==> src/rtl/cau_pkg.sv <==
// shared types and codes for the complex arithmetic unit
`default_nettype none

package cau_pkg;

   // operation codes carried by the request word
   typedef enum logic [1:0] {
      CMD_ADD = 2'd0,
      CMD_SUB = 2'd1,
      CMD_MUL = 2'd2,
      CMD_DIV = 2'd3
   } cmd_type;

   // status codes returned with each response word
   typedef enum logic [1:0] {
      ST_OK   = 2'd0,
      ST_OVF  = 2'd1,
      ST_DIVZ = 2'd2
   } status_type;

   // classification attached by the front part
   typedef struct packed {
      cmd_type op;
      logic    div_zero;
   } class_type;

   localparam int CLASS_BITS = $bits(class_type);

endpackage

`default_nettype wire

==> src/rtl/cau_front.sv <==
// front part: takes request words, classifies them and packs them for the queue
`default_nettype none

module cau_front #(
   parameter int DATA_WIDTH = 16
) (
   input  wire logic                         req_push,
   input  wire logic [1:0]                   req_cmd,
   input  wire logic signed [DATA_WIDTH-1:0] req_a_re,
   input  wire logic signed [DATA_WIDTH-1:0] req_a_im,
   input  wire logic signed [DATA_WIDTH-1:0] req_b_re,
   input  wire logic signed [DATA_WIDTH-1:0] req_b_im,
   output logic                              item_push,
   output logic [cau_pkg::CLASS_BITS+4*DATA_WIDTH-1:0] item_data
);
   import cau_pkg::*;

   class_type cls;

   // classify operation and flag a zero divisor early
   always_comb begin
      cls.op       = cmd_type'(req_cmd);
      cls.div_zero = (cmd_type'(req_cmd) == CMD_DIV) &&
                     (req_b_re == '0) && (req_b_im == '0);
   end

   assign item_push = req_push;
   assign item_data = {cls, req_a_re, req_a_im, req_b_re, req_b_im};

endmodule

`default_nettype wire

==> config.mk <==
export PLATFORM = sky130hd
export DESIGN_NAME = cau_front
export DESIGN_NICKNAME = d
export VERILOG_FILES = /design/src/rtl/cau_pkg.sv /design/src/rtl/cau_front.sv
export SDC_FILE = /design/constraint.sdc
export NUM_CORES = 1
export LEC_CHECK = 0
export BUFFER_PORTS_ARGS = -buffer_cell sky130_fd_sc_hd__buf_2
export CAP_MARGIN = 30
export CORE_MARGIN = 5
export CORE_UTILIZATION = 26
export DETAILED_ROUTE_END_ITERATION = 10
export GPL_ROUTABILITY_DRIVEN = 0
export GPL_TIMING_DRIVEN = 0
export PLACE_DENSITY = 0.87
export SLEW_MARGIN = 20
export SYNTH_ARGS = -nofsm -noshare
export SYNTH_HDL_FRONTEND = slang
export SYNTH_SLANG_ARGS = --single-unit
==> constraint.sdc <==
create_clock -name vclk -period 1.2
set_input_delay 0.12 -clock vclk [all_inputs]
set_output_delay 0.12 -clock vclk [all_outputs]
set_load 0.02 [all_outputs]
# Word-level counts from Yosys, hierarchy flattened
# Cells that the tools add are included.
[word_totals]
regBits = 0
input_bits = 67
[classes]
n_eq_ne = 1
n_reduce_logical = 4
[op_table]
columns = ["op", "n"]
rows = [
  ["zero test 16 bit", 2],
  ["equality test 2 bit, second input constant", 1],
  ["logical AND 1 bit", 2],
]

# Longest topological paths before layout
# Gate-level depths: netlist of the first run.
[depth]
ltp_word = 3
depth_mapped = 3

# Worst setup path after synthesis of the first run
# OpenSTA, ideal clock, no wires.
[synth_path]
path_type = "input -> output"
startpoint = "input req_b_im[0]"
endpoint = "output item_data[64] (netlist name)"
arrival_time_ns = 0.986
slack_ns = 0.094
cell_stages = 3
path_buffers = 0
path_cell_list = "nor4_1 -> nand3_1 -> nor4_2"
[synth_via]
elab_chain_cells = 2
[synth_lines]
columns = ["element", "line_no", "rtl"]
rows = [
  ["start: declaration", "cau_front.sv:12", "input wire logic signed [DATA_WIDTH-1:0] req_b_im,"],
  ["zero test 16 bit", "cau_front.sv:24", "(req_b_re == '0) && (req_b_im == '0);"],
  ["logical AND 1 bit", "cau_front.sv:24", ""],
  ["end: declaration", "cau_front.sv:14", "output logic [cau_pkg::CLASS_BITS+4*DATA_WIDTH-1:0] item_data"],
]
# No other way between the ends.

# Final worst setup path of the first run
[layout_path]
startpoint = "input req_b_re[13]"
endpoint = "output item_data[64] (netlist name)"
[layout_via]
elab_chain_cells = 3
[layout_lines]
columns = ["element", "line_no", "rtl"]
rows = [
  ["start: declaration", "cau_front.sv:11", "input wire logic signed [DATA_WIDTH-1:0] req_b_re,"],
  ["zero test 16 bit", "cau_front.sv:24", ""],
  ["logical AND 1 bit", "cau_front.sv:23", "cls.div_zero = (cmd_type'(req_cmd) == CMD_DIV) &&"],
  ["logical AND 1 bit", "cau_front.sv:24", ""],
]
# No other way between the ends.

==> impl_metrics.toml, run 1 <==
[outcome]
status = "completed"

[global_routing]
antenna_found_initial = 0
grt_pass1_wl_um = 3440
grt_util_all_layers_pct = 12.1
overflow = 0
grt_max_degree = 3
grt_pass1_vias = 839

[routing]
wl_per_cell_um = 11.8
viasPerCell = 3.85
drc_errors = 0
first_pass_iters = 2
drtAntennaViolNets = 0
wirelength_um = 2490
vias = 813
drtIter0Drc = 9

[finish]
flops_and_latches = 0
syn_to_final_growth_pct = 98.9
antenna_cells = 0
nClkBuffers = 0
final_common_cell = "buf_2"
seq_area_um2 = 0
layout-drive-gt1-share_pct = 96.2
fin_area_um2 = 1180
fin_nets = 252
fin_util_pct = 53.7
final_cell_mix = "buf_2, buf_4, nor4_2"

[worst_setup_path]
crit_type = "in2out"
cp_max_fo = 2
path_cells = "buf_2 -> nor4_2 -> nand2_1 -> nor4_2 -> buf_4"
start_kind = "input pin"
critPathSlowestCell = "nor4_2"
cp-end-kind = "output port"
cpMostUsedCell = "nor4_2"
cpPeakStageDelay_ns = 0.25
cp.arrival_ns = 1.01
cp_data_required_time_ns = 1.08

[run]
drv_cap = 0

[floorplanning]
fp.dieW_um = 57.7
die_area_um2 = 3330
die_height_um = 57.7
start_util_pct = 27.0
design.core.area_um2 = 2190
num_rows = 17
ios = 135

[timing]
whs_ns = 0.458
setup_viol = 0
final.min_clock_period_ns = 1.13
max_freq_mhz = 883
slew_violations = 0
min_period_over_period_pct = 94.4
maxSlewHeadroom_pct = 84.7
hold_violations = 0
tightest_slew_ns = 0.227
timing.final.ws_setup_ns = 0.0677
rsz0062_at_grt = "true"

[logic_synthesis]
yosys-top-cells-area = "buf_4, nor4_1, nor4_2, nand2_1, nor2_1"
synth_warnings = 0
syn-num-nets = 148
synth_top_area_share_pct = 85.0
avgSynthCellArea_um2 = 7.31
yosysUniqueCellTypes = 7
synthCells = 81
syn_area_um2 = 592
synth_area_leader_cell = "buf_4"
ys_seq_area_share_pct = 0

[placement]
placed_area_um2 = 1140
io_buffers = 102
hpwl_um = 2320
dpl_worst_slack_ns = -0.0152

[power_and_ir_drop]
p_leak_nw = 0.738
power_density_nw_per_um2 = 442
peakVddDrop_mv = 0.257
power_mw = 0.520

[clock_network]
cts_setup_buffers = 0
postCtsHoldBufs = 0

[worst_hold_path]
hp-class = "in2out"
==> final cells by class <==
type	instances	area, µm²
Buffer	67	503
Fill cell	224	1010
Multi-Input combinational cell	14	120
Tap cell	28	35.0
Timing Repair Buffer	102	519
==> cell families (layout without fill, tap and decap cells) <==
kind of cell	after synthesis	after routing	synth area share, %
buf+inv	67	169	85.0
simple gates	14	14	15.0
==> where the power goes <==
part	leakage, nW	internal (mW)	switching [mW]
registers	0	0	0
clock network	0	0	0
logic	0.738	0.260	0.261
total	0.738	0.260	0.261
==> critical path, delay by kind of cell <==
family / cells / cell delay (ns)
AND/OR/NAND/NOR: 3 / 0.60
buffers and inverters: 2 / 0.29
==> final timing paths <==
kind | start | end | depth (start not counted)
worst max-delay path | req_b_re[13] | item_data[64] | 5
worst min-delay path | req_a_im[12] | item_data[44] | 2
==> metrics by stage <==
| step | instances | setup TNS [ns] |
|---|---|---|
| after floorplan | 81 | 0 |
| after global placement | 211 | -0.0351 |
| after detailed placement | 211 | -0.0152 |
| after CTS | 211 | 0 |
| after global routing | 211 | -0.0137 |
| final | 211 | 0 |
==> what timing repair did <==
action | CTS | global route
resized for setup | 3 | 4
endpoints found under the setup margin | 1 | 1
pin swaps | 3 | 1
==> layer usage <==
layer  part of all wire [%]  global-route usage, %
met1                     28                   11.4
met4                      0                  0.331
met3                     17                   5.12
met2                     55                   24.8
met5                      0                      0
==> cells in the mapped netlist <==
library cell and number:
buf_4 67, nand2_1 2, nand3_1 1, nand4_1 1, nor2_1 2, nor4_1 6
nor4_2 2
(Power assumes the default switching activity.)
==> run 2, diff against run 1 <==
ABC_CLOCK_PERIOD_IN_PS = 1200   (was not set)
CELL_PAD_IN_SITES_DETAIL_PLACEMENT = 1   (was not set)
CELL_PAD_IN_SITES_GLOBAL_PLACEMENT = 1   (was not set)
CORE_UTILIZATION = 13   (was 26)
PLACE_DENSITY = 0.84   (was 0.87)
==> impl_metrics.toml, run 2 (synthesized netlist as in run 1, its figures left out) <==
[floorplanning]
die_area_um2 = 6000
ios = 135
start_util_pct = 13.5
fp.dieW_um = 77.5
design.core.area_um2 = 4380
num_rows = 24
die_height_um = 77.5

[power_and_ir_drop]
peakVddDrop_mv = 0.127
p_leak_nw = 0.763
power_density_nw_per_um2 = 425
pwr-share-clk_pct = 0
pwr-share-seq_pct = 0
switching_power_mw = 0.277
combinationalPowerShare_pct = 100.0
p_int_mw = 0.278
sw_frac_of_total_pct = 49.9

[routing]
viasPerCell = 3.63
drtAntennaViolNets = 0
first_pass_iters = 2
drtIter0Drc = 2
drc_errors = 0
vias = 856
wirelength_um = 2760
wl_per_cell_um = 11.7

[finish]
syn_to_final_growth_pct = 121
antenna_cells = 0
nClkBuffers = 0
seq_area_um2 = 0
fin_area_um2 = 1310
layout-drive-gt1-share_pct = 97.3
final_common_cell = "buf_2"
fin_nets = 253
flops_and_latches = 0
stdcell_count = 236
final_cell_mix = "buf_2, buf_4, nor4_4, buf_6, nor4_2"

[global_routing]
grt_max_degree = 3
antenna_found_initial = 0
grt_util_all_layers_pct = 7.78
grt_pass1_vias = 931
overflow = 0
grt_pass1_wl_um = 4060

[timing]
hold_violations = 0
maxSlewHeadroom_pct = 84.1
slew_violations = 0
tns_ns = 0
min_period_over_period_pct = 95.3
rsz0062_at_grt = "true"
setup_viol = 0
final.min_clock_period_ns = 1.14
tightest_slew_ns = 0.237
timing.final.ws_setup_ns = 0.0561
whs_ns = 0.458
max_freq_mhz = 874

[worst_hold_path]
hp-start = "req_a_re[3]"
hp-class = "in2out"

[run]
drv_cap = 0

[worst_setup_path]
crit_type = "in2out"
critPathSlowestCell = "nor4_4"
cp.arrival_ns = 1.02
cp_data_required_time_ns = 1.08
startpoint = "req_b_re[2]"
path_cells = "buf_2 -> nor4_4 -> nand2_1 -> nor4_2 -> buf_4"
cp_max_fo = 2
cp-end-kind = "output port"
cpPeakStageDelay_ns = 0.27
start_kind = "input pin"

[clock_network]
postCtsHoldBufs = 0

[outcome]
status = "completed"

[placement]
hpwl_um = 2610
place_inst = 235
dpl_worst_slack_ns = -0.160
io_buffers = 102
placed_area_um2 = 1170
run 2: cell count changes in the layout (fill, tap and decap cells not counted):
cell,change
buf_2,-5
buf_4,+1
buf_6,+4
buf_8,+1
nand3_1,-1
nand3_2,+1
nor4_1,-1
nor4_2,-4
nor4_4,+5
run 2: path summary, 6_finish.rpt:
path,to,slack [ns],cells after the start
worst max-delay path,item_data[64],0.06,5
worst min-delay path,item_data[51],0.46,2
run 2: per-stage QoR:
step                      power, mW  utilization, %
after CTS                     0.543            28.5
after floorplan               0.333               -
final                         0.554            29.8
after global routing          0.592            29.8
after global placement        0.508            26.6
after detailed placement      0.518            26.6
run 2: per-layer routing:
metal	track usage (%)	vias up	wire length (µm)
met5	0	-	0
li1	-	402	-
met4	0	0	0
met3	3.36	0	500
met2	15.8	83	1440
met1	7.59	371	824
run 2: critical path: cells and delay by family:
family | cells | cell delay (ns)
buf+inv | 2 | 0.30
simple gates | 3 | 0.61
run 2: final cells by class:
cell class                 count  area, µm²
tap                           52       65.1
buffer                        67        503
fill                         563       3080
timing repair buffer         103        562
multi-input combinational     14        175
run 2: power by group through the flow:
stage / clock network, mW / logic, mW / registers [mW]
floorplan: 0 / 0.333 / 0
global placement: 0 / 0.508 / 0
detailed placement: 0 / 0.518 / 0
CTS: 0 / 0.543 / 0
global route: 0 / 0.592 / 0
finish: 0 / 0.554 / 0
run 2: timing repair:
item	CTS	global route
endpoints found under the setup margin	1	1
gates cloned	0	0
buffers inserted	0	1
pin swaps	4	8
gates resized for setup	12	12
==> run 3, diff against run 2 <==
ABC_CLOCK_PERIOD_IN_PS = 1250   (was 1200)
CORE_UTILIZATION = 12   (was 13)
PLACE_DENSITY = 0.78   (was 0.84)
clock period = 1.25 ns   (was 1.2 ns; I/O delays follow)
==> impl_metrics.toml, run 3 (synthesized netlist as in run 1, its figures left out) <==
[outcome]
status = "completed"

[finish]
final_cell_mix = "buf_2, buf_4, nor4_4"
stdcell_count = 250
fin_nets = 252
final_common_cell = "buf_2"
antenna_cells = 0
syn_to_final_growth_pct = 115
seq_area_um2 = 0
flops_and_latches = 0
nClkBuffers = 0
layout-drive-gt1-share_pct = 96.2

[worst_hold_path]
hold_end = "item_data[41]"
min_path_cells = 2
hp-start = "req_a_im[9]"
hp-class = "in2out"

[global_routing]
antenna_found_initial = 0
grt_pass1_wl_um = 3500
grt_max_degree = 3
grt_util_all_layers_pct = 6.42
grt_pass1_vias = 835
overflow = 0

[timing]
min_period_over_period_pct = 93.2
tightest_slew_ns = 0.224
final.min_clock_period_ns = 1.16
whs_ns = 0.468
maxSlewHeadroom_pct = 84.9
slew_violations = 0
setup_viol = 0
rsz0062_at_grt = "true"
hold_violations = 0
max_freq_mhz = 858
timing.final.ws_setup_ns = 0.0850

[placement]
place_inst = 250
hpwl_um = 2520
io_buffers = 102
dpl_worst_slack_ns = -0.159

[routing]
drtAntennaViolNets = 0
viasPerCell = 3.35
drtIter0Drc = 6
drc_errors = 0
vias = 837
first_pass_iters = 2
wl_per_cell_um = 10.5
wirelength_um = 2630

[floorplanning]
die_area_um2 = 6440
start_util_pct = 12.4
fp.dieW_um = 80.2
num_rows = 25
design.core.area_um2 = 4750
die_height_um = 80.2
ios = 135

[power_and_ir_drop]
power_mw = 0.513
switching_power_mw = 0.260
peakVddDrop_mv = 0.0933
pwr-share-clk_pct = 0
power_density_nw_per_um2 = 404
combinationalPowerShare_pct = 100.0
p_int_mw = 0.253
p_leak_nw = 0.745
sw_frac_of_total_pct = 50.7
pwr-share-seq_pct = 0

[worst_setup_path]
cp-end-kind = "output port"
start_kind = "input pin"
cp_data_required_time_ns = 1.12
startpoint = "req_b_re[13]"
crit_type = "in2out"
cp_max_fo = 2
cp.arrival_ns = 1.04

[clock_network]
cts_setup_buffers = 0
postCtsHoldBufs = 0

[run]
drv_cap = 0
==> run 3: cell types whose count changed in the layout (fill, tap and decap cells not counted) <==
cell	change
buf_6	-4
nand3_1	+1
nand3_2	-1
nor4_2	-1
buf_4	-1
buf_2	+5
nor4_1	+1
buf_8	-1
==> run 3: repair_timing <==
| action | in CTS | in global routing |
|---|---|---|
| resized for setup | 8 | 5 |
| pin swaps | 2 | 0 |
| setup endpoints to repair | 1 | 1 |
==> run 3: critical path, stage by stage <==
cell and delay, ns:
buf_2 0.12, nor4_4 0.27, nand2_1 0.10, nor4_2 0.26, buf_4 0.18
==> run 3: area by class of cell <==
cell class	instances	area, µm²
buffer	67	503
fill	635	3480
multi-input combinational	14	164
tap	67	83.8
timing repair buffer	102	519
==> run 3: how the worst max path moves through the flow <==
stage          cells past startpoint  slack [ns]       endpoint
6_report                           5        0.09  item_data[64]
4_1_cts                            5        0.02  item_data[64]
3_5_place_dp                       5       -0.16  item_data[64]
5_1_grt                            5       -0.01  item_data[64]
3_3_place_gp                       5       -0.11  item_data[64]
2_1_floorplan                      3        0.13  item_data[64]
==> run 3: per-stage QoR <==
step                cell area [µm²]  TNS [ns]  utilization (%)
floorplan                       592         0                -
global placement               1190    -0.106             24.9
detailed placement             1190    -0.159             24.9
CTS                            1240         0             26.1
global route                   1270   -0.0117             26.7
finish                         1270         0             26.7
==> run 3: power groups by stage <==
| stage | registers (mW) | logic (mW) | clock network [mW] |
|---|---|---|---|
| floorplan | 0 | 0.319 | 0 |
| global placement | 0 | 0.485 | 0 |
| detailed placement | 0 | 0.495 | 0 |
| CTS | 0 | 0.512 | 0 |
| global route | 0 | 0.549 | 0 |
| finish | 0 | 0.513 | 0 |
==> run 3: per-layer routing <==
layer / vias up / share of wire [%] / global-route usage [%]
li1: 401 / - / -
met1: 364 / 26 / 5.43
met2: 72 / 58 / 14.6
met3: 0 / 15 / 2.13
met4: 0 / 0 / 0
met5: - / 0 / 0
