$ cat src/rtl/cau_fifo.sv
// small register queue with push/full and pop/empty sides
`default_nettype none

module cau_fifo #(
   parameter int WIDTH = 8,
   parameter int DEPTH = 4
) (
   input  wire logic             clock,
   input  wire logic             reset,
   input  wire logic             push,
   input  wire logic [WIDTH-1:0] push_data,
   output logic                  full,
   input  wire logic             pop,
   output logic [WIDTH-1:0]      pop_data,
   output logic                  empty
);
   localparam int AW = (DEPTH > 1) ? $clog2(DEPTH) : 1;
   localparam int CW = $clog2(DEPTH + 1);

   logic [WIDTH-1:0] mem_ff [DEPTH];
   logic [AW-1:0]    wr_ptr_ff, wr_ptr_in;
   logic [AW-1:0]    rd_ptr_ff, rd_ptr_in;
   logic [CW-1:0]    count_ff, count_in;
   logic             do_push, do_pop;

   assign full     = (count_ff == CW'(DEPTH));
   assign empty    = (count_ff == '0);
   assign do_push  = push && !full;
   assign do_pop   = pop && !empty;
   assign pop_data = mem_ff[rd_ptr_ff];

   // pointer and fill count update
   always_comb begin
      wr_ptr_in = wr_ptr_ff;
      rd_ptr_in = rd_ptr_ff;
      count_in  = count_ff;
      if (do_push) begin
         wr_ptr_in = (wr_ptr_ff == AW'(DEPTH - 1)) ? '0 : wr_ptr_ff + 1'b1;
      end
      if (do_pop) begin
         rd_ptr_in = (rd_ptr_ff == AW'(DEPTH - 1)) ? '0 : rd_ptr_ff + 1'b1;
      end
      if (do_push && !do_pop) begin
         count_in = count_ff + 1'b1;
      end else if (do_pop && !do_push) begin
         count_in = count_ff - 1'b1;
      end
   end

   always_ff @(posedge clock) begin
      if (reset) begin
         wr_ptr_ff <= '0;
         rd_ptr_ff <= '0;
         count_ff  <= '0;
      end else begin
         wr_ptr_ff <= wr_ptr_in;
         rd_ptr_ff <= rd_ptr_in;
         count_ff  <= count_in;
      end
   end

   // storage write
   always_ff @(posedge clock) begin
      if (do_push) begin
         mem_ff[wr_ptr_ff] <= push_data;
      end
   end

   a_count_range: assert property (@(posedge clock) disable iff (reset)
      count_ff <= CW'(DEPTH))
      else $error("queue fill count above depth");

   a_count_up: assert property (@(posedge clock) disable iff (reset)
      (do_push && !do_pop) |=> (count_ff == $past(count_ff) + 1'b1))
      else $error("queue count missed a push");

   a_count_down: assert property (@(posedge clock) disable iff (reset)
      (do_pop && !do_push) |=> (count_ff == $past(count_ff) - 1'b1))
      else $error("queue count missed a pop");

endmodule

`default_nettype wire

$ cat config.mk
export PLATFORM = sky130hd
export DESIGN_NAME = cau_fifo
export DESIGN_NICKNAME = d
export VERILOG_FILES = /design/src/rtl/cau_fifo.sv
export SDC_FILE = /design/constraint.sdc
export NUM_CORES = 1
export LEC_CHECK = 0
export ABC_AREA = 1
export BUFFER_PORTS_ARGS = -buffer_cell sky130_fd_sc_hd__buf_2
export CORE_MARGIN = 10
export CORE_UTILIZATION = 30
export CTS_CLUSTER_SIZE = 16
export DETAILED_ROUTE_END_ITERATION = 10
export SYNTH_ARGS = -nofsm -noshare
export SYNTH_HDL_FRONTEND = slang
export SYNTH_SLANG_ARGS = --single-unit
$ cat constraint.sdc
create_clock -name clock -period 2.2 [get_ports clock]
set_clock_uncertainty 0.15 [all_clocks]
set_input_delay 0.44 -clock clock [delete_from_list [all_inputs] [get_ports clock]]
set_output_delay 0.44 -clock clock [all_outputs]
set_load 0.005 [all_outputs]
==> Word-level counts from Yosys, hierarchy flattened <==
Memories as Yosys holds them, arrays and structs flattened. A register that Yosys moved wholly into a read port is not among the register bits.
Cells that the tools add are included.
{ "word_totals": {"ff_bits": 7, "mem_bits_rw": 32, "wordCells": 29, "memories": 1} }
{ "classes": {"n_addsub": 4, "n_eq_ne": 3, "muxes": 8, "reduce_logical": 10} }
{ "memory_table": {"columns": ["memory", "words", "width", "rd", "rd_clocked_by_memory_dff", "wr", "line", "source"], "rows": [
  ["mem_ff", 4, 8, 1, 1, 1, "20", "logic [WIDTH-1:0] mem_ff [DEPTH];"]
]} }
{ "op_table": {"columns": ["cell", "n"], "rows": [
  ["2-to-1 mux 2 bit", 4],
  ["2-to-1 mux 3 bit", 2],
  ["adder 2 x 1 -> 2 bit (second input constant)", 2],
  ["== test 2 bit (second input constant)", 2],
  ["logical AND 1 bit", 4],
  ["zero test 1 bit", 4],
  ["adder 3 x 1 -> 3 bit (second input constant)", 1],
  ["== test 3 bit (second input constant)", 1],
  ["zero test 3 bit", 1],
  ["subtractor 3 x 1 -> 3 bit (second input constant)", 1],
  ["2-to-1 mux 1 bit", 2],
  ["nonzero test 2 bit", 1]
]} }

==> Depth between registers and ports, before layout <==
Gate-level depths: netlist of run 1.
{ "logic_depth": {"depth_word": 7, "ltp_mapped": 13, "ltp_nobuf": 13} }

==> Least setup slack after synthesis of run 1 <==
No wires, ideal clock.
{ "synth_timing": {"path_kind": "flip-flop to flip-flop", "start": "register count_ff[1]", "end": "register count_ff[1]", "setup_time_ns": 0.116, "arrival_ns": 1.574, "required_ns": 1.934, "path_slack_ns": 0.360, "stages_incl_launch_ff": 10, "n_path_buf": 0, "path_cell_list": "dfxtp_1 > nor2_1 > nand2_1 > nand2_2 > inv_1 > ha_1 > inv_1 > fa_1 > o21ai_0 > nor2_1"} }
{ "synth_between": {"word_cells_on_any_way": 15, "classes_between": "add/sub: 2; eq/ne: 1; mux: 2; reduce/logical: 10"} }
{ "synth_rtl": {"columns": ["element", "line", "source"], "rows": [
  ["start, declared", "23", "logic [CW-1:0] count_ff, count_in;"],
  ["start signal, assigned", "58", "count_ff <= count_in;"],
  ["== test 3 bit", "26", "assign full = (count_ff == CW'(DEPTH));"],
  ["zero test 1 bit", "28", "assign do_push = push && !full;"],
  ["logical AND 1 bit", "28", null],
  ["net do_push", "24", "logic do_push, do_pop;"],
  ["logical AND 1 bit", "43", "if (do_push && !do_pop) begin"],
  ["2-to-1 mux 3 bit", "43", null],
  ["net count_in[1]", "23", null]
]} }
The timed path passes the listed nets, and every way through them passes these cells. The select of a mux whose other input is x is not followed.
A chain may end at the register's enable or synchronous reset.

==> results, run 1 <==
- Of the total power, the clock network draws 0.250.
- For the worst-skew pair, the clock arrives at the later sink with an insertion delay of 0.28 ns.
- The wire length of the first global-routing pass is between 5 and 6 mm.
- The cell area that synthesis handed to floorplanning was 1700 um2.
- The number of nets handed over by synthesis was 166.
- The largest voltage drop on the vdd net is around 0.00063 V.
- Once placement completed, the tool counted placed cells totaling between 200 and 250.
- The number of vias in the routed layout is around 1,100.
- For this configuration, the core starts out at a cell density of 0.308.
- In the final layout, the share of cells above drive strength 1 is 0.240.
- The number of filler instances in the final layout is 552.
- The instance area after placement is approximately 1900 um2.
- Of the total power, registers draw 0.456.
- The post-detailed-route DRC marker count is 0.
- Dividing total power by cell area gives a power density of around 1100 nW/um2.
- The final period utilization is 0.930.
- The final number of hold-violating endpoints is 0.
- The setup slack at placement is approximately 0.19 ns.
- For this run, the top clock speed supported by timing is 489 MHz.
- The total of warnings raised by yosys is 0.
- For this block, the initial DRC count from the detailed router was 35.
- The proportion of netlist area held by the largest area contributor is 0.566.
- The smallest hold slack is approximately 0.16 ns.
- The worst hold path passes through 2 cells.
- Internal power comes to roughly 1.6 mW.
- The layout net count is 197.
- The initial antenna violation count is 0.
- The kind of capture point of the worst setup path is an output pin.
- For this design the total switching power over the nets is roughly 0.73 mW.
- The total number of placement rows is 27.
- The area of the core region is 5510 um2.
- Once detail routing completed, the nets flagged for antenna violations numbered 0.
- Setup repair after global routing left no endpoint under its margin.
- The tightest min-delay check is of the primary input to register type.
- The clock tree synthesis step divided the H-tree into 2 levels.
- The post-route minimum period is 2.05 ns.
- The cell at the root of the clock tree is sky130_fd_sc_hd__clkbuf_8.
- The top cell type by total area after synthesis is sky130_fd_sc_hd__edfxtp_1.
- The average detailed-routed wire length per instance is around 12 um.
- The post-synthesis sequential area ratio is 0.673.
- Buffers placed on the I/O ports in this run total 21.
- Using the TritonRoute via totals, the vias-per-cell ratio works out to around 4.3.
- The highest fanout seen on the critical path is 9.
- After synthesis the netlist holds a flip-flop and latch count of between 40 and 50.
- The data required time of the critical path is around 1.6 ns.
- Setup slack on the critical path of the routed design comes to approximately 0.15 ns.
- The CTS sink count is 41.
- The start point of the worst min-delay path is reset.
- Wires add up to ~3.1 mm.
- The mean cell area of the mapped netlist is about 12 um2.
- The finished cells cover slightly above 2000 um2.
- The flow ran to the end, and the final reports show no timing, DRC or antenna violations.
- Setup violations remaining at the end of the flow were counted as 0.
- The total of max-cap violations is 0.
- The startpoint type of the worst setup path is a register.
- Clock-pin slew was measured on the worst setup and hold paths at 0.07 ns.
- The overall overflow remaining after global route is 0.
- The final number of max-transition violations is 0.
- After routing, the total negative slack on setup checks comes to 0 ns.
- For this design the static power due to leakage is ~0.8 nW.
- The via count of the first global-routing pass came to 1,075.
- The worst setup path is of the register to output pin kind.
- TritonCTS built the clock tree.
- The die extent in y is ~95 um.
- Entering global routing, the biggest net connects 17 pins.
- The overall die width is around 95 um.
- Measured against its own limit, the worst slew margin works out to 0.760.
- The number of different library cells used by synthesis comes to 19.
- 22 I/O pins were placed.
- The destination of the worst register-to-register timing path is count_ff[1]$_SDFFE_PP0P_.
- Buffers inserted to repair hold after CTS numbered 0.
- No sink is reached through more buffers than the 2 on the longest clock path.
- Across all register-to-register paths, the minimum setup slack is approximately 0.19 ns.
- The number of standard cells in the final layout excluding fillers is ~250.
- The antenna diode instance count is 0.
- The switching share of total power is 0.316.
- The number of cells on the worst reg-to-reg path is 9.
- Before antenna repair, the detailed router went through 3 iterations.
- Gates resized during post-CTS repair numbered 0.
- At the pin with the least slew margin, the transition time is roughly 0.36 ns.
- The TritonCTS buffer count is 5.
- The end point of the worst hold path is count_ff[0]$_SDFFE_PP0P_.
- Routability-driven placement finished with a final weighted congestion of between 0.8 and 0.9.
- The aggregate global-route resource usage is 0.0726.
- Synthesis produced between 100 and 150 cells.
- The combinational share of power is 0.294.
- The die covers 9060 um2.
- After synthesis, the cell types taking the most area are sky130_fd_sc_hd__edfxtp_1, sky130_fd_sc_hd__dfxtp_1, sky130_fd_sc_hd__nor2_1, sky130_fd_sc_hd__ha_1, sky130_fd_sc_hd__o21ai_0.
- The sum of net half-perimeters after detailed placement is approximately 2.2 mm.
- For this run, the share of the core covered by cells in the final layout is 0.368.
- The growth of design area from synthesis to finish is 19.4%.
- The total power after layout is around 2.3 mW.
- The post-CTS repair timing setup buffer count is 0.
- For the worst setup path, the data arrival time is 1.46 ns.
- In this run the critical register-to-register path is launched from count_ff[1]$_SDFFE_PP0P_.
- In the layout the commonest cells are sky130_fd_sc_hd__nor2_1, sky130_fd_sc_hd__edfxtp_1, sky130_fd_sc_hd__buf_2, sky130_fd_sc_hd__inv_1, sky130_fd_sc_hd__o21ai_0.
==> power groups by stage <==
| stage | Clock, mW | Sequential (mW) | Combinational (mW) |
|---|---|---|---|
| detailed placement | 0 | 1.07 | 0.689 |
| CTS | 0.599 | 1.05 | 0.693 |
| global route | 0.630 | 1.07 | 0.799 |
| finish | 0.579 | 1.06 | 0.679 |
| global placement | 0 | 1.06 | 0.676 |
| floorplan | 0 | 1.04 | 0.461 |
==> critical path, cell delays in order, from the launching register on <==
cell and delay (ns):
sky130_fd_sc_hd__dfxtp_1 0.42, sky130_fd_sc_hd__inv_1 0.28, sky130_fd_sc_hd__o21ai_0 0.15, sky130_fd_sc_hd__o22ai_1 0.17, sky130_fd_sc_hd__buf_2 0.15
==> layout make-up <==
type                    instances  area [um2]  area share
flip-flops and latches         41        1140       0.565
repair buffers                 26         143      0.0704
inverters                      18        67.6      0.0334
multi-input cells              86         470       0.232
clock inverters                 3        41.3      0.0204
clock buffers                   5        68.8      0.0340
well taps                      72        90.1      0.0445
==> how the worst max path moves through the flow <==
| stage | slack (ns) | startpoint | cells after the start | endpoint |
|---|---|---|---|---|
| 3_5_place_dp | 0.19 | count_ff[1]$_SDFFE_PP0P_ | 9 | count_ff[1]$_SDFFE_PP0P_ |
| 6_report | 0.15 | register | 4 | pop_data[2] |
| 2_1_floorplan | 0.36 | count_ff[1]$_SDFFE_PP0P_ | 9 | count_ff[1]$_SDFFE_PP0P_ |
| 5_1_grt | 0.02 | count_ff[0]$_SDFFE_PP0P_ | 12 | count_ff[2]$_SDFFE_PP0P_ |
| 4_1_cts | 0.05 | register | 4 | pop_data[2] |
| 3_3_place_gp | 0.25 | count_ff[1]$_SDFFE_PP0P_ | 9 | count_ff[1]$_SDFFE_PP0P_ |
==> metal layers <==
layer	vias to the layer above	part of all wire	global-route usage
met5	-	0	0
met4	0	0.0032	0.0237
met3	2	0.062	0.0338
met2	19	0.47	0.115
met1	497	0.46	0.0856
li1	564	-	-
==> state kept, by name, summed over array words and instances (netlist names), named ones only <==
signal and flops:
count_ff 3, mem_ff 32, rd_ptr_ff 2, wr_ptr_ff 2
==> synthesized netlist by cell type <==
cell type                  count
sky130_fd_sc_hd__a21oi_1       2
sky130_fd_sc_hd__buf_6         2
sky130_fd_sc_hd__dfxtp_1       9
sky130_fd_sc_hd__edfxtp_1     32
sky130_fd_sc_hd__fa_1          1
sky130_fd_sc_hd__ha_1          6
sky130_fd_sc_hd__inv_1        17
sky130_fd_sc_hd__inv_2         1
sky130_fd_sc_hd__nand2_1      13
sky130_fd_sc_hd__nand2_2       1
sky130_fd_sc_hd__nand3_1       1
sky130_fd_sc_hd__nand3b_1      2
sky130_fd_sc_hd__nand4_1       1
sky130_fd_sc_hd__nor2_1       33
sky130_fd_sc_hd__o21ai_0      13
sky130_fd_sc_hd__o21ai_1       1
sky130_fd_sc_hd__o21ai_2       3
sky130_fd_sc_hd__o22ai_1       8
sky130_fd_sc_hd__xor2_1        1
==> kinds of logic (layout without fill, tap and decap cells) <==
family | count (synthesis) | count (layout) | synth area share
flops | 41 | 41 | 0.673
fa+ha+maj | 7 | 7 | 0.0560
simple gates | 51 | 51 | 0.121
compound gates | 27 | 27 | 0.0922
xor+xnor | 1 | 1 | 0.00516
buf+inv | 20 | 52 | 0.0531
Note: power is estimated with default switching activity, not from simulation.
==> run 2, diff against run 1 <==
==> constraint.sdc (replaced) <==
create_clock -name clock -period 2.6 [get_ports clock]
set_clock_uncertainty 0.15 [all_clocks]
set_input_delay 0.52 -clock clock [delete_from_list [all_inputs] [get_ports clock]]
set_output_delay 0.52 -clock clock [all_outputs]
set_load 0.005 [all_outputs]
==> results, run 2 (synthesized netlist as in run 1, its figures left out) <==
- The fraction of layout cells with a size suffix above 1 is 0.207.
- The footprint of the multi-input gates is 465 um2.
- Measured along the x axis, the die boundary spans 95.2 um.
- The analysis attributes to cell leakage a power of just over 0.8 nW.
- The largest net degree at the start of global routing is 17.
- The power share of the clock group is 0.244.
- The number of filler instances in the final layout is around 540.
- The total power after layout is about 1.9 mW.
- The most used routing layer is met2.
- The slowest stage of the critical path belongs to the cell sky130_fd_sc_hd__dfxtp_1.
- Power spread over the standard cell area amounts to between 900 and 1000 nW/um2.
- The overall overflow remaining after global route is 0.
- The sum of net half-perimeters after detailed placement is ~2.1 mm.
- For this design, the CTS-stage hold fixing added 0 buffers.
- The cell at the root of the clock tree is sky130_fd_sc_hd__clkbuf_8.
- The initial antenna violation count was 0.
- The largest voltage drop on the vdd net is about 0.00045 V.
- Setup repair after global routing left no endpoint under its margin.
- Counting both buffers and inverters, the worst setup path holds a total of 2.
- Of the total power, combinational logic draws 0.297.
- The initial utilization of the core area, before any placement, comes to 0.308.
- The critical path is of the register to output pin type.
- The detailed router's first-iteration violation count is 48.
- For this run, the total global-route usage over all layers was measured as 0.0721.
- The total of max-cap violations is 0.
- In this run the deepest clock path goes through 2 buffers.
- During placement, the flow inserted port buffers numbering 21.
- The final weighted congestion in routability-driven placement is 0.780.
- The area of the core region is roughly 5500 um2.
- The die area is approximately 9000 um2.
- In this run the vertical extent of the chip is 95.2 um.
- For this run, global-route usage on met2 was measured as 0.120.
- Across all hold checks on the routed design, the worst slack comes to around 0.26 ns.
- Setup total negative slack on the finished layout was measured at 0 ns.
- The final cell area excluding filler cells is about 2000 um2.
- After layout, the worst setup slack is between 0.4 and 0.5 ns.
- The achievable clock frequency is 471 MHz.
- The number of standard cells in the final layout excluding fillers is roughly 250.
- The met3 capacity usage during global routing is 0.0275.
- The worst setup path is captured at an output pin.
- Headroom to the max-slew limit came out at 0.754.
- The met1 routing resource usage after global routing is 0.0814.
- The TritonCTS buffer count is 5.
- For this run, the share of the core covered by cells in the final layout is 0.366.
- The arrival time of data at the critical path endpoint is ~1.5 ns.
- The post-cts resize count is 0.
- For the pin with the worst max-slew slack, the measured transition is 0.369 ns.
- In the finished design, the share of the clock period the worst path needs comes to 0.816.
- The final number of hold-violating endpoints is 0.
- The I/O pin count is 22.
- The startpoint type of the worst setup path is a register.
- After clock tree synthesis, the clock-pin slew on the worst setup and hold paths is roughly 0.060 ns.
- Summing over every cut layer, the via total after detailed routing is between 1,000 and 1,500.
- The final number of max-transition violations is 0.
- In this run the cell area measured after placement is approximately 1900 um2.
- The register with the most flip-flops in the layout has 32 of them.
- The post-detailed-route DRC marker count is 0.
- The antenna diode instance count is 0.
- The register with the most flip-flops in the final layout is mem_ff.
- The largest registers in the layout are mem_ff x32, count_ff x3.
- Broken down by cell family, the worst path's largest delay share belongs to flip-flops.
- The average detailed-routed wire length per instance is between 10 and 15 um.
- Leaving out fill and tap cells, the most frequent cell in the layout is sky130_fd_sc_hd__nor2_1.
- The final wirelength is roughly 3.1 mm.
- The final layout contains a little under 200 nets.
- The antenna violation net count after detailed routing is 0.
- The later pin in the worst-skew pair is clocked with a latency of 0.28 ns.
- The run finished with clean final reports.
- The average via count per standard cell is roughly 4.3.
- The growth of design area from synthesis to finish is 18.7%.
- Of the total power, registers draw 0.458.
- The TritonCTS clock tree is built.
- The worst hold path belongs to the class primary input to register.
- For the worst setup path, the data required time is slightly below 2 ns.
- The switching share of total power is 0.311.
- In the layout the commonest cells are sky130_fd_sc_hd__nor2_1, sky130_fd_sc_hd__edfxtp_1, sky130_fd_sc_hd__buf_2, sky130_fd_sc_hd__inv_1.
- The signal on the critical path passes through inv_1, o21ai_0, o22ai_1, buf_2.
- The post-CTS repair timing setup buffer count is 0.
- Counting tap cells, the placed design contains a total of approximately 240 instances.
- The power dissipated by switching net loads is between 0.6 and 0.7 mW.
- The first detailed-routing pass ran for 4 iterations.
- The setup slack at placement is between 0.6 and 0.7 ns.
- For the finished layout, the period the worst path requires is approximately 2.1 ns.
- The first global-routing pass estimated approximately 5.0 mm of wire.
- The clock net in this run drives a total of 41 sinks.
- The internal portion of the total power is between 1 and 1.5 mW.
- The via count of the first global-routing pass is between 1,000 and 1,500.
- The total number of placement rows is 27.
- The biggest cell delay along the critical path is approximately 0.54 ns.
- The combined flip-flop and latch cell area is approximately 1100 um2.
- Of all nets on the critical path, the largest fanout is 9.
- The final setup violation count is 0.
- In this run the number of H-tree levels came out at 2.
## run 2: area by class of cell
cell class                 instances  share of cell area
tap                               72              0.0447
clock buffer                       6              0.0360
inverter                          18              0.0336
timing repair buffer              26              0.0709
sequential                        41               0.567
multi-input combinational         86               0.231
clock inverter                     2              0.0168
## run 2: routing by layer
| metal | part of all wire | wire [um] |
|---|---|---|
| met1 | 0.46 | 1400 |
| met2 | 0.47 | 1430 |
| met4 | 0.0056 | 17 |
| met5 | 0 | 0 |
| met3 | 0.069 | 212 |
## run 2: path summary, 6_finish.rpt
kind,slack [ns],start,end,cells past startpoint
worst max-delay path,0.48,register,pop_data[4],4
worst min-delay path,0.26,reset,count_ff[0]$_SDFFE_PP0P_,2
worst max register to register,0.63,count_ff[1]$_SDFFE_PP0P_,count_ff[1]$_SDFFE_PP0P_,9
worst min register to register,0.38,rd_ptr_ff[1]$_SDFFE_PP0P_,rd_ptr_ff[1]$_SDFFE_PP0P_,2
## run 2: power by group through the flow
stage                     clock [mW]  combinational, mW  sequential [mW]
after floorplan                    0              0.390            0.878
after global placement             0              0.571            0.898
after detailed placement           0              0.583            0.899
after CTS                      0.491              0.585            0.885
after global routing           0.518              0.663            0.898
final                          0.472              0.574            0.885
